===== src/hw/rtl/ipru_pkg.sv =====
// ----------------------------------------------------------------------------
// ipru_pkg
// Types and constants shared by the pixel replication upscaler.
// ----------------------------------------------------------------------------
package ipru_pkg;

   localparam int MAX_WIDTH_DEF = 1024;
   localparam int PIX_W         = 24;
   localparam int FACTOR_W      = 7;
   localparam int SRC_WIDTH_W   = 11;
   localparam int SRC_HEIGHT_W  = 16;
   localparam int CSR_INDEX_W   = 2;
   localparam int CSR_DATA_W    = 16;

   localparam logic [FACTOR_W-1:0] FACTOR_LIMIT = 7'd100;

   // output queue, power of two deep
   localparam int QDEPTH    = 4;
   localparam int Q_PTR_W   = $clog2(QDEPTH);
   localparam int Q_CNT_W   = $clog2(QDEPTH + 1);

   typedef enum logic {
      OP_LOAD = 1'b0,
      OP_EMIT = 1'b1
   } op_type;

   typedef enum logic [1:0] {
      STAT_OK        = 2'd0,
      STAT_LOAD_BUSY = 2'd1,
      STAT_NO_ROW    = 2'd2
   } status_type;

   typedef enum logic [CSR_INDEX_W-1:0] {
      CSR_SCALE_FACTOR  = 2'd0,
      CSR_SOURCE_WIDTH  = 2'd1,
      CSR_SOURCE_HEIGHT = 2'd2
   } csr_index_type;

   // everything about a result except the pixel itself
   typedef struct packed {
      logic       use_pixel;
      logic [1:0] pad_bytes;
      logic       row_end;
      logic       image_end;
      status_type status;
   } rsp_info_type;

   typedef struct packed {
      logic [PIX_W-1:0] pixel_out;
      logic [1:0]       pad_bytes;
      logic             row_end;
      logic             image_end;
      status_type       status;
   } result_type;

endpackage


===== src/hw/rtl/ipru_rsp_if.sv =====
// ----------------------------------------------------------------------------
// ipru_rsp_if
// Response channel: one result per request.
// ----------------------------------------------------------------------------
interface ipru_rsp_if import ipru_pkg::*; ();
   logic             valid;
   logic             ready;
   logic [PIX_W-1:0] pixel_out;
   logic [1:0]       pad_bytes;
   logic             row_end;
   logic             image_end;
   logic [1:0]       status;

   modport source (output valid, output pixel_out, output pad_bytes, output row_end,
                   output image_end, output status, input ready);
   modport sink   (input valid, input pixel_out, input pad_bytes, input row_end,
                   input image_end, input status, output ready);
endinterface


===== src/hw/rtl/ipru_outq.sv =====
// ----------------------------------------------------------------------------
// ipru_outq
// Read-data stage and result queue in front of the response channel.
// ----------------------------------------------------------------------------
module ipru_outq import ipru_pkg::*; (
   input  logic             clock,
   input  logic             reset,
   input  logic             in_acc,
   input  rsp_info_type     in_info,
   input  logic [PIX_W-1:0] rd_data,
   output logic             in_ready,
   ipru_rsp_if.source       rsp_ch
);

   logic             s1_valid_ff;
   rsp_info_type     s1_info_ff;
   result_type       q_ff [QDEPTH];
   result_type       q_entry;
   logic [Q_PTR_W-1:0] wr_ptr_ff;
   logic [Q_PTR_W-1:0] rd_ptr_ff;
   logic [Q_CNT_W-1:0] q_cnt_ff;
   logic [Q_CNT_W-1:0] occ_ff;
   logic             push;
   logic             pop;

   // occupancy counts the read stage too, so a transfer in always finds room
   assign in_ready = (occ_ff < Q_CNT_W'(QDEPTH));
   assign push     = s1_valid_ff;
   assign pop      = rsp_ch.valid && rsp_ch.ready;

   always_comb begin
      q_entry.pixel_out = s1_info_ff.use_pixel ? rd_data : '0;
      q_entry.pad_bytes = s1_info_ff.pad_bytes;
      q_entry.row_end   = s1_info_ff.row_end;
      q_entry.image_end = s1_info_ff.image_end;
      q_entry.status    = s1_info_ff.status;
   end

   always_ff @(posedge clock) begin
      s1_info_ff <= in_info;
      if (push) begin
         q_ff[wr_ptr_ff] <= q_entry;
      end
   end

   always_ff @(posedge clock) begin
      if (reset) begin
         s1_valid_ff <= 1'b0;
         wr_ptr_ff   <= '0;
         rd_ptr_ff   <= '0;
         q_cnt_ff    <= '0;
         occ_ff      <= '0;
      end else begin
         s1_valid_ff <= in_acc;
         if (push) begin
            wr_ptr_ff <= wr_ptr_ff + Q_PTR_W'(1);
         end
         if (pop) begin
            rd_ptr_ff <= rd_ptr_ff + Q_PTR_W'(1);
         end
         q_cnt_ff <= q_cnt_ff + Q_CNT_W'(push) - Q_CNT_W'(pop);
         occ_ff   <= occ_ff + Q_CNT_W'(in_acc) - Q_CNT_W'(pop);
      end
   end

   assign rsp_ch.valid     = (q_cnt_ff != '0);
   assign rsp_ch.pixel_out = q_ff[rd_ptr_ff].pixel_out;
   assign rsp_ch.pad_bytes = q_ff[rd_ptr_ff].pad_bytes;
   assign rsp_ch.row_end   = q_ff[rd_ptr_ff].row_end;
   assign rsp_ch.image_end = q_ff[rd_ptr_ff].image_end;
   assign rsp_ch.status    = q_ff[rd_ptr_ff].status;

`ifndef SYNTHESIS
   a_occ_bound: assert property (@(posedge clock) disable iff (reset)
      occ_ff <= Q_CNT_W'(QDEPTH))
      else $error("result queue overrun");

   a_occ_matches: assert property (@(posedge clock) disable iff (reset)
      (q_cnt_ff + Q_CNT_W'(s1_valid_ff)) == occ_ff)
      else $error("occupancy out of step with queue");
`endif

endmodule


===== src/flat_wrapper.sv =====
// flat-port wrapper written by rule: the top's interface ports become plain ports
module ipru_outq_flat import ipru_pkg::*;
  (clock, reset, in_acc, in_info, rd_data, in_ready, rsp_ch_valid, rsp_ch_pixel_out, rsp_ch_pad_bytes, rsp_ch_row_end, rsp_ch_image_end, rsp_ch_status, rsp_ch_ready);
  ipru_rsp_if rsp_ch_i ();
  input  logic clock;
  input  logic reset;
  input  logic in_acc;
  input  rsp_info_type in_info;
  input  logic [PIX_W-1:0] rd_data;
  output logic in_ready;
  output wire logic [$bits(rsp_ch_i.valid)-1:0] rsp_ch_valid;
  output wire logic [$bits(rsp_ch_i.pixel_out)-1:0] rsp_ch_pixel_out;
  output wire logic [$bits(rsp_ch_i.pad_bytes)-1:0] rsp_ch_pad_bytes;
  output wire logic [$bits(rsp_ch_i.row_end)-1:0] rsp_ch_row_end;
  output wire logic [$bits(rsp_ch_i.image_end)-1:0] rsp_ch_image_end;
  output wire logic [$bits(rsp_ch_i.status)-1:0] rsp_ch_status;
  input wire logic [$bits(rsp_ch_i.ready)-1:0] rsp_ch_ready;
  assign rsp_ch_valid = rsp_ch_i.valid;
  assign rsp_ch_pixel_out = rsp_ch_i.pixel_out;
  assign rsp_ch_pad_bytes = rsp_ch_i.pad_bytes;
  assign rsp_ch_row_end = rsp_ch_i.row_end;
  assign rsp_ch_image_end = rsp_ch_i.image_end;
  assign rsp_ch_status = rsp_ch_i.status;
  assign rsp_ch_i.ready = rsp_ch_ready;
  ipru_outq u_core (.clock(clock), .reset(reset), .in_acc(in_acc), .in_info(in_info), .rd_data(rd_data), .in_ready(in_ready), .rsp_ch(rsp_ch_i));
endmodule

===== config.mk =====
export PLATFORM = sky130hd
export DESIGN_NAME = ipru_outq_flat
export DESIGN_NICKNAME = d
export VERILOG_FILES = /design/src/hw/rtl/ipru_pkg.sv /design/src/hw/rtl/ipru_rsp_if.sv /design/src/hw/rtl/ipru_outq.sv /design/src/flat_wrapper.sv
export SDC_FILE = /design/constraint.sdc
export NUM_CORES = 1
export LEC_CHECK = 0
export BUFFER_PORTS_ARGS = -buffer_cell sky130_fd_sc_hd__buf_2
export CAP_MARGIN = 20
export CORE_UTILIZATION = 30
export CTS_BUF_LIST = sky130_fd_sc_hd__clkbuf_8 sky130_fd_sc_hd__clkbuf_16
export DETAILED_ROUTE_END_ITERATION = 6
export GPL_ROUTABILITY_DRIVEN = 0
export PLACE_DENSITY = 0.52
export RECOVER_POWER = 100
export SETUP_SLACK_MARGIN = 0.05
export SLEW_MARGIN = 25
export SYNTH_ARGS = -nofsm -noshare
export SYNTH_HDL_FRONTEND = slang
export SYNTH_SLANG_ARGS = --single-unit

===== constraint.sdc =====
create_clock -name clock -period 2 [get_ports clock]
set_input_delay 0.1 -clock clock [delete_from_list [all_inputs] [get_ports clock]]
set_output_delay 0.1 -clock clock [all_outputs]
set_load 0.01 [all_outputs]

==> metrics.txt <==
pwr/cell area=1210 mW/mm2; worst rel slew slack=32.6%; fmax=526 MHz; Synth Flop Type=edfxtp_1; Rows=48; final slew viol count=0; commonest cells after routing, fill and taps aside=120 x edfxtp_1, 63 x buf_2, 30 x mux4_2; CTS Buf Count=17; gr usage total=12.3%; final period utilization=95.0%; flops & latches, synth=140; die area=0.0181 mm2; Peak VDD IR=0.558 mV; largest net degree at the start of global routing=31; register area share after synthesis=75.8%; commonest non-fill, non-tap cell in the layout=edfxtp_1; Worst path depth=7; Post-synth ARST share=0%; Final min period=1.90 ns; CP required=2.28 ns; share of layout cells above drive strength 1=39.5%; Slowest cell on crit path=o31a_1; Worst-Skew Late Latency=0.41 ns; Initial Utilization=30.6%; DR pass1 iterations=6; GRT Residual Overflow=0; post-route ant nets=0; H-tree Lvls=4; outcome=complete, no violations; CTS tree=built; Sink Count=140; TNS Setup=0 ns; number of antenna diodes=0; Final nets=389; initial antenna violation count=0; type of the most critical hold path=primary input to register; Top Family by Delay on Critical Path=adder cells; final hold violation count=0; Most common cell on crit path=ha_1; Hold WS=0.0790 ns; DR vias/cell=4.35; Syn Inst Count=250; clk slew on worst S/H paths=0.06 ns; Unique masters post-synth=21; R2R depth=7; vias in the first global route=2776; DRC=0; Critical Path, Cell by Cell=o31a_1 > ha_1 > inv_1 > ha_1 > fa_2 > xor3_1 > nor2_1; via count of the routed design=2529; Die W=135 um; type of element capturing the critical path=register; measured slew at the worst slew-check pin=1.01 ns; I/O pins=67; Buf+Inv Stages, Crit Path=1; hpwl dp=5.74 mm; max cap viols=0; DRT iter0 DRCs=115; Critical Path Fanout Max=4; core area=0.0172 mm2; first-pass GRT wire length=15.7 mm; Fill cells=1604; Area Overhead vs Synth=25.5%; hold path depth=2; CP Launch Type=register; RSZ-0062 raised after global routing=true; die extent in y=135 um; Setup Viol. Count Final=0; yosys warns=0; Data arrival, critical path=2.18 ns; LEAKAGE=2.34 nW; Mapped Nets=295; clk buf depth=2; Routed WL=9.90 mm; wire length per cell=17.0 um; Post-synth EDFFs=120; CP peak stage delay=0.34 ns; Crit Path Category=register to register; Final Skew=0.00716 ns; Synth Cell Area=0.00528 mm2; Clock Tree Root=clkbuf_16; synthesized area per cell=21.1 um2; I/O Buffers=66
-- logic make-up after synthesis --
logic type,Yosys count,synth area share (%)
mux,34,13.6
compound gates,2,0.332
flops,140,75.8
fa+ha+maj,10,2.65
simple gates,42,4.64
buf+inv,19,1.87
xor+xnor,3,1.04
-- power by group --
part,switching [mW],internal [mW]
combinational,0.639,0.757
sequential,0.0973,3.32
clock,1.14,2.04
-- metal layers --
| layer | GRT usage [%] | up-vias | wire [um] |
|---|---|---|---|
| met1 | 14.6 | 1286 | 4250 |
| met4 | 6.05 | 0 | 194 |
| li1 | - | 1169 | - |
| met2 | 19.8 | 55 | 5010 |
| met3 | 4.24 | 19 | 446 |
| met5 | 0 | - | 0 |
-- cells in the mapped netlist (2+ instances only) --
cell	instances	area, um2
nor2_1	7	26.3
buf_6	3	33.8
edfxtp_1	120	3600
and2_1	28	175
dfxtp_1	20	400
mux4_2	30	676
clkbuf_1	2	7.51
buf_2	4	20.0
nor2b_1	6	37.5
mux2_1	2	22.5
ha_1	8	100
fa_1	2	40.0
inv_1	10	37.5
-- worst paths after layout --
path | start | endpoint | slack, ns
hold / removal | rd_data[11] | u_core.q_ff[3][17]$_DFFE_PP_ | 0.08
setup / recovery | u_core.q_cnt_ff[0]$_SDFF_PP0_ | u_core.q_cnt_ff[2]$_SDFF_PP0_ | 0.10
hold reg to reg | u_core.q_entry[4]$_DFF_P_ | u_core.q_ff[0][4]$_DFFE_PP_ | 0.48
setup reg to reg | u_core.q_cnt_ff[0]$_SDFF_PP0_ | u_core.q_cnt_ff[2]$_SDFF_PP0_ | 0.10
-- cell type report --
type / count / area (um2) / area share [%]
Inverter: 10 / 37.5 / 0.566
Tap cell: 225 / 282 / 4.25
Sequential cell: 140 / 4010 / 60.5
Clock inverter: 11 / 116 / 1.76
Multi-Input combinational cell: 91 / 1190 / 17.9
Clock buffer: 21 / 503 / 7.59
Timing Repair Buffer: 84 / 493 / 7.44
-- metrics by stage --
step / setup WS [ns] / util [%] / std cells / instance area (um2) / power [mW]
floorplan: 0.149 / - / 250 / 5280 / 4.44
global placement: 0.0748 / 34.3 / 539 / 5920 / 4.85
detailed placement: 0.0485 / 34.3 / 539 / 5920 / 4.88
CTS: 0.0555 / 38.5 / 581 / 6640 / 8.13
global route: 0.00393 / 38.4 / 582 / 6630 / 8.42
finish: 0.100 / 38.4 / 582 / 6630 / 8.00
-- worst register-to-register path: cells and delay by family (launching register included) --
family | cells | cell delay [ns]
adders and majority gates | 3 | 0.81
AOI/OAI and AO/OA | 1 | 0.34
DFF | 1 | 0.33
xor gates and xnor gates | 1 | 0.20
and+or+nand+nor | 1 | 0.05
buffers and inverters | 1 | 0.04
-- repair_timing --
item | 4_1_cts | 5_1_grt
cloned | 0 | 0
pin swaps | 1 | 3
setup endpoints to repair | 8 | 3
resized for setup | 1 | 3
setup buffers | 1 | 1
endpoints found under the hold margin | 9 | 0
hold buffers | 9 | 0
-- registers in the layout (all words and copies together), names as in the netlist, named ones only --
signal	cells
u_core.push	1
u_core.occ_ff	3
u_core.s1_info_ff	1
u_core.q_entry	6
u_core.q_cnt_ff	3
u_core.q_ff	120
u_core.wr_ptr_ff	2
u_core.rd_ptr_ff	2
Note: power is estimated with default switching activity, not from simulation.
