--- src/hw/rtl/ipru_pkg.sv ---
// ----------------------------------------------------------------------------
// ipru_pkg
// Types and constants shared by the pixel replication upscaler.
// ----------------------------------------------------------------------------
package ipru_pkg;

   localparam int MAX_WIDTH_DEF = 1024;
   localparam int PIX_W         = 24;
   localparam int FACTOR_W      = 7;
   localparam int SRC_WIDTH_W   = 11;
   localparam int SRC_HEIGHT_W  = 16;
   localparam int CSR_INDEX_W   = 2;
   localparam int CSR_DATA_W    = 16;

   localparam logic [FACTOR_W-1:0] FACTOR_LIMIT = 7'd100;

   // output queue, power of two deep
   localparam int QDEPTH    = 4;
   localparam int Q_PTR_W   = $clog2(QDEPTH);
   localparam int Q_CNT_W   = $clog2(QDEPTH + 1);

   typedef enum logic {
      OP_LOAD = 1'b0,
      OP_EMIT = 1'b1
   } op_type;

   typedef enum logic [1:0] {
      STAT_OK        = 2'd0,
      STAT_LOAD_BUSY = 2'd1,
      STAT_NO_ROW    = 2'd2
   } status_type;

   typedef enum logic [CSR_INDEX_W-1:0] {
      CSR_SCALE_FACTOR  = 2'd0,
      CSR_SOURCE_WIDTH  = 2'd1,
      CSR_SOURCE_HEIGHT = 2'd2
   } csr_index_type;

   // everything about a result except the pixel itself
   typedef struct packed {
      logic       use_pixel;
      logic [1:0] pad_bytes;
      logic       row_end;
      logic       image_end;
      status_type status;
   } rsp_info_type;

   typedef struct packed {
      logic [PIX_W-1:0] pixel_out;
      logic [1:0]       pad_bytes;
      logic             row_end;
      logic             image_end;
      status_type       status;
   } result_type;

endpackage

--- src/hw/rtl/ipru_ctrl.sv ---
// ----------------------------------------------------------------------------
// ipru_ctrl
// Control registers, load/read counters and result decode.
// ----------------------------------------------------------------------------
module ipru_ctrl import ipru_pkg::*; #(
   parameter int MAX_WIDTH = MAX_WIDTH_DEF,
   parameter int COL_W     = (MAX_WIDTH > 1) ? $clog2(MAX_WIDTH) : 1,
   parameter int W_W       = $clog2(MAX_WIDTH + 1)
) (
   input  logic                    clock,
   input  logic                    reset,
   input  logic                    csr_we,
   input  logic [CSR_INDEX_W-1:0]  csr_index,
   input  logic [CSR_DATA_W-1:0]   csr_wdata,
   input  logic                    acc,
   input  logic                    opcode,
   output logic                    wr_en,
   output logic [COL_W-1:0]        wr_addr,
   output logic                    rd_en,
   output logic [COL_W-1:0]        rd_addr,
   output rsp_info_type            info
);

   logic [FACTOR_W-1:0]     factor_ff;
   logic [SRC_WIDTH_W-1:0]  src_width_ff;
   logic [SRC_HEIGHT_W-1:0] src_height_ff;

   logic [COL_W-1:0]        load_col_ff, load_col_in;
   logic                    row_ready_ff, row_ready_in;
   logic [COL_W-1:0]        read_col_ff, read_col_in;
   logic [FACTOR_W-1:0]     pix_rep_ff, pix_rep_in;
   logic [FACTOR_W-1:0]     row_rep_ff, row_rep_in;
   logic [SRC_HEIGHT_W-1:0] src_row_ff, src_row_in;

   logic [FACTOR_W-1:0]     eff_f;
   logic [W_W-1:0]          eff_w;
   logic [SRC_HEIGHT_W-1:0] eff_h;
   logic [W_W-1:0]          load_next;
   logic [W_W-1:0]          read_next;
   logic [FACTOR_W:0]       pix_rep_next;
   logic [FACTOR_W:0]       row_rep_next;
   logic [SRC_HEIGHT_W:0]   src_row_next;
   logic [1:0]              w_lo;
   logic [1:0]              f_lo;
   logic                    is_emit;

   always_ff @(posedge clock) begin
      if (reset) begin
         factor_ff     <= FACTOR_W'(1);
         src_width_ff  <= SRC_WIDTH_W'(1);
         src_height_ff <= SRC_HEIGHT_W'(1);
      end else if (csr_we) begin
         case (csr_index)
            CSR_SCALE_FACTOR:  factor_ff     <= csr_wdata[FACTOR_W-1:0];
            CSR_SOURCE_WIDTH:  src_width_ff  <= csr_wdata[SRC_WIDTH_W-1:0];
            CSR_SOURCE_HEIGHT: src_height_ff <= csr_wdata[SRC_HEIGHT_W-1:0];
            default: ;
         endcase
      end
   end

   // clamp the registers into their usable ranges
   always_comb begin
      if (factor_ff == '0) begin
         eff_f = FACTOR_W'(1);
      end else if (factor_ff > FACTOR_LIMIT) begin
         eff_f = FACTOR_LIMIT;
      end else begin
         eff_f = factor_ff;
      end

      if (src_width_ff == '0) begin
         eff_w = W_W'(1);
      end else if (32'(src_width_ff) > 32'(MAX_WIDTH)) begin
         eff_w = W_W'(MAX_WIDTH);
      end else begin
         eff_w = W_W'(src_width_ff);
      end

      eff_h = (src_height_ff == '0) ? SRC_HEIGHT_W'(1) : src_height_ff;
   end

   assign load_next    = W_W'(load_col_ff) + W_W'(1);
   assign read_next    = W_W'(read_col_ff) + W_W'(1);
   assign pix_rep_next = {1'b0, pix_rep_ff} + (FACTOR_W+1)'(1);
   assign row_rep_next = {1'b0, row_rep_ff} + (FACTOR_W+1)'(1);
   assign src_row_next = {1'b0, src_row_ff} + (SRC_HEIGHT_W+1)'(1);
   assign w_lo         = 2'(eff_w);
   assign f_lo         = eff_f[1:0];
   assign is_emit      = (opcode == OP_EMIT);

   assign wr_addr = load_col_ff;
   assign rd_addr = read_col_ff;

   always_comb begin
      load_col_in  = load_col_ff;
      row_ready_in = row_ready_ff;
      read_col_in  = read_col_ff;
      pix_rep_in   = pix_rep_ff;
      row_rep_in   = row_rep_ff;
      src_row_in   = src_row_ff;
      info         = '0;
      info.status  = STAT_OK;
      wr_en        = 1'b0;
      rd_en        = 1'b0;

      if (!is_emit) begin
         if (row_ready_ff) begin
            info.status = STAT_LOAD_BUSY;
         end else begin
            wr_en       = acc;
            load_col_in = COL_W'(load_next);
            if (load_next >= eff_w) begin
               load_col_in  = '0;
               row_ready_in = 1'b1;
               read_col_in  = '0;
               pix_rep_in   = '0;
               row_rep_in   = '0;
            end
         end
      end else if (!row_ready_ff) begin
         info.status = STAT_NO_ROW;
      end else begin
         rd_en          = acc;
         info.use_pixel = 1'b1;
         pix_rep_in     = pix_rep_next[FACTOR_W-1:0];
         if (pix_rep_next >= {1'b0, eff_f}) begin
            pix_rep_in  = '0;
            read_col_in = COL_W'(read_next);
            if (read_next >= eff_w) begin
               // 3 bytes per pixel, so the pad is width * factor mod 4
               read_col_in    = '0;
               info.row_end   = 1'b1;
               info.pad_bytes = 2'(w_lo * f_lo);
               row_rep_in     = row_rep_next[FACTOR_W-1:0];
               if (row_rep_next >= {1'b0, eff_f}) begin
                  row_rep_in   = '0;
                  row_ready_in = 1'b0;
                  src_row_in   = src_row_next[SRC_HEIGHT_W-1:0];
                  if (src_row_next >= {1'b0, eff_h}) begin
                     src_row_in      = '0;
                     info.image_end  = 1'b1;
                  end
               end
            end
         end
      end
   end

   always_ff @(posedge clock) begin
      if (reset) begin
         load_col_ff  <= '0;
         row_ready_ff <= 1'b0;
         read_col_ff  <= '0;
         pix_rep_ff   <= '0;
         row_rep_ff   <= '0;
         src_row_ff   <= '0;
      end else if (acc) begin
         load_col_ff  <= load_col_in;
         row_ready_ff <= row_ready_in;
         read_col_ff  <= read_col_in;
         pix_rep_ff   <= pix_rep_in;
         row_rep_ff   <= row_rep_in;
         src_row_ff   <= src_row_in;
      end
   end

`ifndef SYNTHESIS
   a_load_idle_while_ready: assert property (@(posedge clock) disable iff (reset)
      row_ready_ff |-> (load_col_ff == '0))
      else $error("load column moved while a row is held");

   a_read_idle_without_row: assert property (@(posedge clock) disable iff (reset)
      !row_ready_ff |-> (read_col_ff == '0 && pix_rep_ff == '0 && row_rep_ff == '0))
      else $error("read counters not cleared without a row");

   a_image_end_ends_row: assert property (@(posedge clock) disable iff (reset)
      (acc && info.image_end) |-> (info.row_end && !row_ready_in))
      else $error("image end without row end");
`endif

endmodule

--- config.mk ---
export PLATFORM = sky130hd
export DESIGN_NAME = ipru_ctrl
export DESIGN_NICKNAME = d
export VERILOG_FILES = /design/src/hw/rtl/ipru_pkg.sv /design/src/hw/rtl/ipru_ctrl.sv
export SDC_FILE = /design/constraint.sdc
export NUM_CORES = 1
export LEC_CHECK = 0
export ABC_AREA = 1
export BUFFER_PORTS_ARGS = -buffer_cell sky130_fd_sc_hd__buf_2
export CAP_MARGIN = 25
export CORE_MARGIN = 1
export CORE_UTILIZATION = 40
export DETAILED_ROUTE_END_ITERATION = 12
export PLACE_DENSITY = 0.58
export SYNTH_ARGS = -nofsm -noshare
export SYNTH_HDL_FRONTEND = slang
export SYNTH_SLANG_ARGS = --single-unit
--- constraint.sdc ---
create_clock -name clock -period 7.44 [get_ports clock]
set_clock_uncertainty 0.1 [all_clocks]
set_input_delay 0 -clock clock [delete_from_list [all_inputs] [get_ports clock]]
set_output_delay 0 -clock clock [all_outputs]
set_load 0.01 [all_outputs]
==> results of run 1 <==
repair_timing:
item,in CTS,in global routing
hold buffers,25,0
setup buffers,0,0
hold endpoints to repair,58,0
power by group:
group | internal, mW | switching (mW) | total, mW | leakage [nW]
combinational | 0.118 | 0.217 | 0.335 | 2.55
clock | 0.288 | 0.194 | 0.482 | 0.152
sequential | 0.481 | 0.0227 | 0.504 | 0.692
total | 0.886 | 0.434 | 1.32 | 3.39
worst max-delay path, cell delays in order, from the launching register on:
cell                      delay (ns)
sky130_fd_sc_hd__dfxtp_1        0.40
sky130_fd_sc_hd__ha_1           0.20
sky130_fd_sc_hd__nand2_1        0.09
sky130_fd_sc_hd__nor2_2         0.16
sky130_fd_sc_hd__nand2_1        0.14
sky130_fd_sc_hd__nor2_1         0.13
sky130_fd_sc_hd__xor2_1         0.21
sky130_fd_sc_hd__ha_1           0.27
sky130_fd_sc_hd__nand2_1        0.07
sky130_fd_sc_hd__nand2_1        0.04
sky130_fd_sc_hd__nand2_1        0.05
sky130_fd_sc_hd__nand2_1        0.05
sky130_fd_sc_hd__nand2_1        0.06
sky130_fd_sc_hd__nand2_1        0.06
sky130_fd_sc_hd__a21oi_2        0.67
sky130_fd_sc_hd__nand2_1        0.10
sky130_fd_sc_hd__and3_1         0.19
sky130_fd_sc_hd__buf_2          0.13
final cells by class:
class	count	area, sq um
clock buffers	13	270
clock inverters	3	42.5
fillers	1534	7600
inverters	128	480
multi-input cells	693	3620
flip-flops and latches	85	1700
well taps	184	230
repair buffers	78	541
metal layers:
metal / vias up / track usage, % / part of all wire, % / wire, um
li1: 3064 / - / - / -
met1: 2473 / 25.9 / 48 / 7160
met2: 70 / 36.6 / 48 / 7240
met3: 14 / 4.40 / 3.1 / 461
met4: 0 / 4.97 / 1.0 / 156
met5: - / 0 / 0 / 0
cell families (layout without fill, tap and decap cells):
logic type | after synthesis | in the layout | share of synthesized area [%]
simple gates | 502 | 502 | 35.4
buf+inv | 152 | 222 | 10.3
compound gates | 104 | 104 | 9.12
flops | 85 | 85 | 28.7
fa+ha+maj | 57 | 57 | 12.0
xor+xnor | 30 | 30 | 4.43
flip-flops by register name, indices dropped and copies added, names as in the netlist:
signal / cells
factor_ff: 7
pix_rep_ff: 7
rd_addr: 10
row_ready_ff: 1
row_rep_ff: 7
src_height_ff: 16
src_row_ff: 16
src_width_ff: 11
wr_addr: 10
worst min path at each step:
stage                        end          start  cells past startpoint  slack (ns)
5_1_grt          src_width_ff[0]   csr_index[1]                      5        0.11
3_5_place_dp     src_width_ff[7]   csr_wdata[7]                      3        0.17
3_3_place_gp   src_height_ff[11]  csr_wdata[11]                      3        0.19
4_1_cts          src_width_ff[0]   csr_index[1]                      5        0.05
6_report         src_width_ff[0]   csr_index[1]                      5        0.07
2_1_floorplan            info[0]         opcode                      1       -0.04
cell usage in the layout, fill, tap and decap left out, types with 2 or more instances in the layout:
master	n
sky130_fd_sc_hd__xnor2_1	5
sky130_fd_sc_hd__clkbuf_8	3
sky130_fd_sc_hd__buf_2	51
sky130_fd_sc_hd__nand3b_1	5
sky130_fd_sc_hd__o21ai_0	41
sky130_fd_sc_hd__nor3_1	14
sky130_fd_sc_hd__a21oi_1	55
sky130_fd_sc_hd__dfxtp_1	85
sky130_fd_sc_hd__nand4_1	8
sky130_fd_sc_hd__clkbuf_16	9
sky130_fd_sc_hd__nor2_1	140
sky130_fd_sc_hd__inv_1	126
sky130_fd_sc_hd__ha_1	57
sky130_fd_sc_hd__nand2_2	6
sky130_fd_sc_hd__inv_2	2
sky130_fd_sc_hd__nor2_2	4
sky130_fd_sc_hd__dlygate4sd3_1	25
sky130_fd_sc_hd__nand3_1	63
sky130_fd_sc_hd__and3_1	3
sky130_fd_sc_hd__nand2_1	250
sky130_fd_sc_hd__nor3_2	3
sky130_fd_sc_hd__xor2_1	25
==> flow_summary.html, run 1 <==
<table>
<tr><th>Metric</th><th>Value</th></tr>
<tr><th colspan="2">Status</th></tr>
<tr><td>Status</td><td>complete, no violations</td></tr>
<tr><th colspan="2">Finish</th></tr>
<tr><td>Count of antenna diodes in the layout</td><td>0</td></tr>
<tr><td>Fraction of layout cells with a size suffix above 1</td><td>under 10%</td></tr>
<tr><td>Post-layout nets</td><td>~1100</td></tr>
<tr><td>Finished Core Util</td><td>47.5%</td></tr>
<tr><td>Non-filler cells, final</td><td>1184</td></tr>
<tr><td>Synth-to-layout area growth</td><td>16.1%</td></tr>
<tr><td>Final Cell Area</td><td>around 6900 sq um</td></tr>
<tr><th colspan="2">Place</th></tr>
<tr><td>Sum of net half-perimeters after detailed placement</td><td>11100 um</td></tr>
<tr><td>Gp weighted congestion</td><td>0.836</td></tr>
<tr><td>Worst setup timing slack at the placement stage</td><td>4.20 ns</td></tr>
<tr><td>Port Buffer Count</td><td>51</td></tr>
<tr><td>DP Cell Count</td><td>approximately 1100</td></tr>
<tr><td>Post-DP Area</td><td>around 6300 sq um</td></tr>
<tr><th colspan="2">Route</th></tr>
<tr><td>Residual antenna-violating net count after detailed routing</td><td>0</td></tr>
<tr><td>Wire length after detailed routing</td><td>15000 um</td></tr>
<tr><td>DRC violations left</td><td>0</td></tr>
<tr><td>Post-DR vias/cell</td><td>4.75</td></tr>
<tr><td>Violation count after the first detailed-route iteration</td><td>between 200 and 250</td></tr>
<tr><td>Average wire length per cell after detail routing</td><td>around 13 um</td></tr>
<tr><td>Routed vias</td><td>5621</td></tr>
<tr><td>Initial DRT Pass Iterations</td><td>5</td></tr>
<tr><th colspan="2">Yosys</th></tr>
<tr><td>Synth Flop Type</td><td>sky130_fd_sc_hd__dfxtp_1</td></tr>
<tr><td>Mapped Avg Cell Area</td><td>roughly 6.4 sq um</td></tr>
<tr><td>Count leader, synth</td><td>sky130_fd_sc_hd__nand2_1</td></tr>
<tr><td>Most area-consuming cells after synthesis</td><td>sky130_fd_sc_hd__dfxtp_1 (29%), sky130_fd_sc_hd__nand2_1 (16%), sky130_fd_sc_hd__ha_1 (12%), sky130_fd_sc_hd__nor2_1 (8.9%), sky130_fd_sc_hd__inv_1 (8.0%)</td></tr>
<tr><td>Top cell type's share of synthesized area</td><td>about 29%</td></tr>
<tr><td>Mapped Nets</td><td>just over 1000</td></tr>
<tr><td>Area leader, netlist</td><td>sky130_fd_sc_hd__dfxtp_1</td></tr>
<tr><td>Number of synthesized flops with an enable pin</td><td>0</td></tr>
<tr><td>Fraction of the yosys area taken by sequential cells</td><td>approximately 29%</td></tr>
<tr><td>Number of distinct standard cells referenced by the synthesized netlist</td><td>37</td></tr>
<tr><td>Number of instances in the synthesized netlist</td><td>just over 900</td></tr>
<tr><td>Number of flip-flops and latches in the synthesized netlist</td><td>85</td></tr>
<tr><td>Commonest cells in the netlist</td><td>sky130_fd_sc_hd__nand2_1 (250), sky130_fd_sc_hd__nor2_1 (140), sky130_fd_sc_hd__inv_1 (127)</td></tr>
<tr><td>Total number of yosys warnings</td><td>0</td></tr>
<tr><td>Synthesized cell area</td><td>5930 sq um</td></tr>
<tr><td>Fraction of synthesis flops using an asynchronous set or reset pin</td><td>0%</td></tr>
<tr><th colspan="2">STA</th></tr>
<tr><td>Summed negative setup slack over all endpoints</td><td>0 ns</td></tr>
<tr><td>Number of pins exceeding their max-slew limit in the final report</td><td>0</td></tr>
<tr><td>Share of the clock period used by the worst path</td><td>a little under half</td></tr>
<tr><td>Post-route minimum period</td><td>3.49 ns</td></tr>
<tr><td>Finish-stage setup viols</td><td>0</td></tr>
<tr><td>Minimum hold slack</td><td>around 0.066 ns</td></tr>
<tr><td>Max-slew headroom</td><td>between 30% and 40%</td></tr>
<tr><td>Fmax</td><td>approximately 0.29 GHz</td></tr>
<tr><td>Unrepaired setup endpoints after global routing</td><td>no</td></tr>
<tr><td>PnR worst setup slack</td><td>3.95 ns</td></tr>
<tr><td>Final hold violations</td><td>0</td></tr>
<tr><td>Worst slew pin tran</td><td>1.02 ns</td></tr>
<tr><th colspan="2">Die</th></tr>
<tr><td>Initial core utilization</td><td>between 40% and 50%</td></tr>
<tr><td>Die width</td><td>around 120 um</td></tr>
<tr><td>Number of core rows</td><td>44</td></tr>
<tr><td>Die area</td><td>around 15000 sq um</td></tr>
<tr><td>Area inside the core boundary</td><td>14500 sq um</td></tr>
<tr><td>Vert. Die Dim</td><td>~120 um</td></tr>
<tr><td>Count of boundary I/O pins</td><td>52</td></tr>
<tr><th colspan="2">Job</th></tr>
<tr><td>Number of maximum-capacitance violations</td><td>0</td></tr>
<tr><th colspan="2">Power and ir drop</th></tr>
<tr><td>Worst ir drop on vdd</td><td>about 120 uV</td></tr>
<tr><td>Power per unit of standard cell area</td><td>192 nW/um^2</td></tr>
<tr><td>Static leakage</td><td>between 3 and 4 nW</td></tr>
<tr><td>Power consumption</td><td>around 1.3 mW</td></tr>
<tr><th colspan="2">Worst setup path</th></tr>
<tr><td>Peak fanout along the critical path</td><td>17</td></tr>
<tr><td>Depth of the worst register-to-register path</td><td>18</td></tr>
<tr><td>Critical path start-end classification</td><td>register to primary output</td></tr>
<tr><td>Data required, critical path</td><td>roughly 7.3 ns</td></tr>
<tr><td>Worst setup path endpoint</td><td>info[2]</td></tr>
<tr><td>Data arrival time of the critical path</td><td>around 3.4 ns</td></tr>
<tr><td>Crit Reg-Reg Startpoint</td><td>rd_addr[0]</td></tr>
<tr><td>R2R setup slack</td><td>around 4.2 ns</td></tr>
<tr><td>Critical R2R Capture</td><td>src_row_ff[12]</td></tr>
<tr><td>Crit path capture type</td><td>primary output</td></tr>
<tr><td>Launch point of the worst path</td><td>src_row_ff[0]</td></tr>
<tr><td>CP startpoint kind</td><td>register</td></tr>
<tr><th colspan="2">Global routing</th></tr>
<tr><td>Antenna violations before repair</td><td>0</td></tr>
<tr><td>Maximum number of pins on one net before global-route repair</td><td>66</td></tr>
<tr><td>Total track usage</td><td>20.9%</td></tr>
<tr><td>Global-route wire length before repair</td><td>between 20000 and 25000 um</td></tr>
<tr><td>Total gr overflow</td><td>0</td></tr>
<tr><td>Via count of the first global-routing pass</td><td>5322</td></tr>
<tr><th colspan="2">Clock network</th></tr>
<tr><td>CTS Buffer Depth</td><td>2</td></tr>
<tr><td>Clock tree from TritonCTS</td><td>yes</td></tr>
<tr><td>Number of buffers created by CTS</td><td>9</td></tr>
<tr><td>Clock latency on the worst-skew pair</td><td>0.35 ns</td></tr>
<tr><td>Maximum level of the CTS H-tree</td><td>3</td></tr>
<tr><td>CTS sink cnt</td><td>between 80 and 90</td></tr>
<tr><td># resized after CTS</td><td>0</td></tr>
<tr><td>Clock-pin slew of the registers on the worst-case setup and hold paths</td><td>~0.070 ns</td></tr>
<tr><td>Master cell of the clock root buffer</td><td>sky130_fd_sc_hd__clkbuf_16</td></tr>
<tr><th colspan="2">Min path</th></tr>
<tr><td>Path category of the worst min-delay check</td><td>primary input to register</td></tr>
</table>
(Power assumes the default switching activity.)
==> run 2: changes to the inputs <==
--- a/config.mk
+++ b/config.mk
@@ -11,7 +11,7 @@
 export CORE_MARGIN = 1
 export CORE_UTILIZATION = 40
 export DETAILED_ROUTE_END_ITERATION = 12
-export PLACE_DENSITY = 0.58
+export PLACE_DENSITY = 0.6
 export SYNTH_ARGS = -nofsm -noshare
 export SYNTH_HDL_FRONTEND = slang
 export SYNTH_SLANG_ARGS = --single-unit
==> constraint.sdc (replaced) <==
create_clock -name clock -period 3.2 [get_ports clock]
set_clock_uncertainty 0.1 [all_clocks]
set_input_delay 0 -clock clock [delete_from_list [all_inputs] [get_ports clock]]
set_output_delay 0 -clock clock [all_outputs]
set_load 0.01 [all_outputs]
==> flow_summary.html, run 2 (synthesis results as in run 1) <==
<table>
<tr><th>Metric</th><th>Value</th></tr>
<tr><th colspan="2">Clock network</th></tr>
<tr><td>Maximum level of the CTS H-tree</td><td>3</td></tr>
<tr><td>Clock tree from TritonCTS</td><td>yes</td></tr>
<tr><td>Number of buffers created by CTS</td><td>9</td></tr>
<tr><td>Clock latency on the worst-skew pair</td><td>0.35 ns</td></tr>
<tr><td>Master cell of the clock root buffer</td><td>sky130_fd_sc_hd__clkbuf_16</td></tr>
<tr><td>Post CTS Setup Buffer Count</td><td>0</td></tr>
<tr><td>CTS sink cnt</td><td>85</td></tr>
<tr><td>CTS Buffer Depth</td><td>2</td></tr>
<tr><td>Clock-pin slew of the registers on the worst-case setup and hold paths</td><td>around 0.070 ns</td></tr>
<tr><th colspan="2">Die</th></tr>
<tr><td>Vert. Die Dim</td><td>about 120 um</td></tr>
<tr><td>Count of boundary I/O pins</td><td>between 50 and 60</td></tr>
<tr><td>Area inside the core boundary</td><td>~14000 sq um</td></tr>
<tr><td>Initial core utilization</td><td>roughly 41%</td></tr>
<tr><td>Die width</td><td>124 um</td></tr>
<tr><td>Die area</td><td>between 15000 and 20000 sq um</td></tr>
<tr><td>Number of core rows</td><td>44</td></tr>
<tr><th colspan="2">STA</th></tr>
<tr><td>Number of pins exceeding their max-slew limit in the final report</td><td>0</td></tr>
<tr><td>Final hold violations</td><td>0</td></tr>
<tr><td>Max-slew headroom</td><td>56.8%</td></tr>
<tr><td>PnR worst setup slack</td><td>approximately 0.19 ns</td></tr>
<tr><td>Fmax</td><td>0.332 GHz</td></tr>
<tr><td>Unrepaired setup endpoints after global routing</td><td>yes</td></tr>
<tr><td>Worst slew pin tran</td><td>roughly 0.65 ns</td></tr>
<tr><td>Post-route minimum period</td><td>3.01 ns</td></tr>
<tr><td>Share of the clock period used by the worst path</td><td>between 90% and 100%</td></tr>
<tr><td>Summed negative setup slack over all endpoints</td><td>0 ns</td></tr>
<tr><td>Finish-stage setup viols</td><td>0</td></tr>
<tr><th colspan="2">Finish</th></tr>
<tr><td>Post-layout nets</td><td>between 1000 and 1500</td></tr>
<tr><td>Count of antenna diodes in the layout</td><td>0</td></tr>
<tr><td>Leading cell type in the layout, fill and taps excluded</td><td>sky130_fd_sc_hd__nand2_1</td></tr>
<tr><td>Most used cells in the layout excluding fill and tap cells</td><td>sky130_fd_sc_hd__nand2_1 (244), sky130_fd_sc_hd__nor2_1 (138), sky130_fd_sc_hd__inv_1 (125)</td></tr>
<tr><td>Fraction of layout cells with a size suffix above 1</td><td>roughly 12%</td></tr>
<tr><td>Fillcell total</td><td>1564</td></tr>
<tr><td>Synth-to-layout area growth</td><td>18.0%</td></tr>
<tr><td>Top Registers</td><td>src_height_ff: 16 flops, src_row_ff: 16 flops, src_width_ff: 11 flops</td></tr>
<tr><th colspan="2">Power and ir drop</th></tr>
<tr><td>Power spent charging and discharging nets</td><td>1.04 mW</td></tr>
<tr><td>Share of total power in sequential cells</td><td>between 30% and 40%</td></tr>
<tr><td>Power consumption</td><td>3.02 mW</td></tr>
<tr><td>Int Pwr</td><td>1.98 mW</td></tr>
<tr><td>Static leakage</td><td>between 3 and 4 nW</td></tr>
<tr><td>Comb pwr share</td><td>between 20 and 30%</td></tr>
<tr><td>Power per unit of standard cell area</td><td>about 430 nW/um^2</td></tr>
<tr><td>Switching share of total power</td><td>between 30 and 40%</td></tr>
<tr><td>Worst ir drop on vdd</td><td>between 200 and 300 uV</td></tr>
<tr><td>Clock group share of total power</td><td>between 30 and 40%</td></tr>
<tr><th colspan="2">Worst setup path</th></tr>
<tr><td>Top Family by Delay on Critical Path</td><td>simple AND/OR/NAND/NOR gates</td></tr>
<tr><td>Data required, critical path</td><td>approximately 3.1 ns</td></tr>
<tr><td>Crit path buffers/inverters</td><td>6</td></tr>
<tr><td>Critical path start-end classification</td><td>register to primary output</td></tr>
<tr><td>Cell with the largest stage delay on the worst path</td><td>sky130_fd_sc_hd__dfxtp_1</td></tr>
<tr><td>Maximum single-stage delay on the critical path</td><td>~0.34 ns</td></tr>
<tr><td>Data arrival time of the critical path</td><td>between 2 and 3 ns</td></tr>
<tr><td>CP startpoint kind</td><td>register</td></tr>
<tr><td>Peak fanout along the critical path</td><td>5</td></tr>
<tr><td>Crit path capture type</td><td>primary output</td></tr>
<tr><td>Cell chain of the critical path</td><td>buf_4, inv_1, nor2_1, nand3_1, nor2_1, xor2_1, ha_1, nand2_1, nor2_1, nand3_1, nand2_1, inv_1, nand2_2, nand2_2, inv_1, nand2_2, inv_2, and3_1, buf_2</td></tr>
<tr><th colspan="2">Global routing</th></tr>
<tr><td>Maximum number of pins on one net before global-route repair</td><td>66</td></tr>
<tr><td>Via count of the first global-routing pass</td><td>5267</td></tr>
<tr><td>Global-route wire length before repair</td><td>between 20000 and 25000 um</td></tr>
<tr><td>Antenna violations before repair</td><td>0</td></tr>
<tr><td>Total gr overflow</td><td>0</td></tr>
<tr><td>Total track usage</td><td>20.8%</td></tr>
<tr><th colspan="2">Route</th></tr>
<tr><td>DRC violations left</td><td>0</td></tr>
<tr><td>Violation count after the first detailed-route iteration</td><td>approximately 260</td></tr>
<tr><td>Post-DR vias/cell</td><td>4.73</td></tr>
<tr><td>Residual antenna-violating net count after detailed routing</td><td>0</td></tr>
<tr><td>Routed vias</td><td>between 5000 and 6000</td></tr>
<tr><td>Wire length after detailed routing</td><td>14900 um</td></tr>
<tr><td>Average wire length per cell after detail routing</td><td>around 13 um</td></tr>
<tr><td>Initial DRT Pass Iterations</td><td>4</td></tr>
<tr><th colspan="2">Place</th></tr>
<tr><td>Gp weighted congestion</td><td>roughly 0.85</td></tr>
<tr><td>Port Buffer Count</td><td>51</td></tr>
<tr><td>Worst setup timing slack at the placement stage</td><td>between 0.2 and 0.25 ns</td></tr>
<tr><td>Sum of net half-perimeters after detailed placement</td><td>11200 um</td></tr>
<tr><th colspan="2">Min path</th></tr>
<tr><td>Path category of the worst min-delay check</td><td>primary input to register</td></tr>
<tr><th colspan="2">Job</th></tr>
<tr><td>Number of maximum-capacitance violations</td><td>0</td></tr>
<tr><th colspan="2">Status</th></tr>
<tr><td>Status</td><td>complete, no violations</td></tr>
</table>
[run 2: changes by cell type in the layout (fill, tap and decap cells not counted), sizes merged]
cell | previous run | this run
bufinv | 1 | 0
clkbuf | 13 | 11
dlygate4sd3 | 25 | 23
clkinv | 1 | 4
buf | 53 | 66
[run 2: per-stage QoR]
| stage | cell area, sq um | std cells | hold WS (ns) | utilization (%) |
|---|---|---|---|---|
| CTS | 6920 | 1195 | 0.344 | 47.8 |
| finish | 6990 | 1195 | 0.342 | 48.3 |
| floorplan | 5930 | 930 | -0.0392 | - |
| global placement | 6410 | 1156 | 0.139 | 44.3 |
| global route | 6990 | 1195 | 0.382 | 48.3 |
| detailed placement | 6410 | 1156 | 0.153 | 44.3 |
[run 2: path summary, 6_finish.rpt]
path | start | end | slack, ns | depth (start not counted)
min | csr_wdata[7] | src_width_ff[7] | 0.34 | 4
max reg2reg | wr_addr[0] | rd_addr[1] | 0.34 | 18
max | rd_addr[0] | info[2] | 0.19 | 19
min reg2reg | src_width_ff[9] | src_width_ff[9] | 0.37 | 2
[run 2: routing by layer]
layer  track usage [%]  up-vias  routed length, um
li1                  -     3089                  -
met1              25.9     2482               7180
met2              36.3       63               7100
met3              4.17       16                431
met4              5.80        0                234
met5                 0        -                  0
[run 2: worst register-to-register path: stages (launching register included)]
cell	delay [ns]
sky130_fd_sc_hd__dfxtp_1	0.40
sky130_fd_sc_hd__ha_1	0.21
sky130_fd_sc_hd__nand3_1	0.11
sky130_fd_sc_hd__nand3b_1	0.21
sky130_fd_sc_hd__nor2_1	0.14
sky130_fd_sc_hd__nand3_1	0.11
sky130_fd_sc_hd__nand2_1	0.09
sky130_fd_sc_hd__inv_1	0.05
sky130_fd_sc_hd__ha_1	0.28
sky130_fd_sc_hd__nand3_2	0.08
sky130_fd_sc_hd__nor2_2	0.10
sky130_fd_sc_hd__and2_1	0.15
sky130_fd_sc_hd__nand2_1	0.07
sky130_fd_sc_hd__nand2_2	0.11
sky130_fd_sc_hd__nand2_4	0.10
sky130_fd_sc_hd__nor2_4	0.23
sky130_fd_sc_hd__nand2_1	0.08
sky130_fd_sc_hd__nand2_1	0.08
sky130_fd_sc_hd__nor2_1	0.04
[run 2: area by class of cell]
cell class              count  area (sq um)  area share, %
inverters                 128           485           6.94
flip-flops and latches     85          1710           24.4
well taps                 184           230           3.29
clock inverters             5          35.0          0.501
clock buffers              11           243           3.47
repair buffers             89           611           8.73
multi-input cells         693          3680           52.7
[run 2: repair_timing]
action / CTS / global route
endpoints found under the setup margin: 2 / 20
hold buffers: 23 / 0
endpoints found under the hold margin: 51 / 0
pin swaps: 0 / 4
resized for setup: 1 / 23
[run 2: power groups by stage]
| stage | clock [mW] | sequential, mW | combinational (mW) |
|---|---|---|---|
| floorplan | 0 | 1.19 | 0.563 |
| global placement | 0 | 1.20 | 0.794 |
| detailed placement | 0 | 1.19 | 0.794 |
| CTS | 1.03 | 1.17 | 0.825 |
| global route | 1.07 | 1.18 | 0.975 |
| finish | 1.00 | 1.17 | 0.845 |
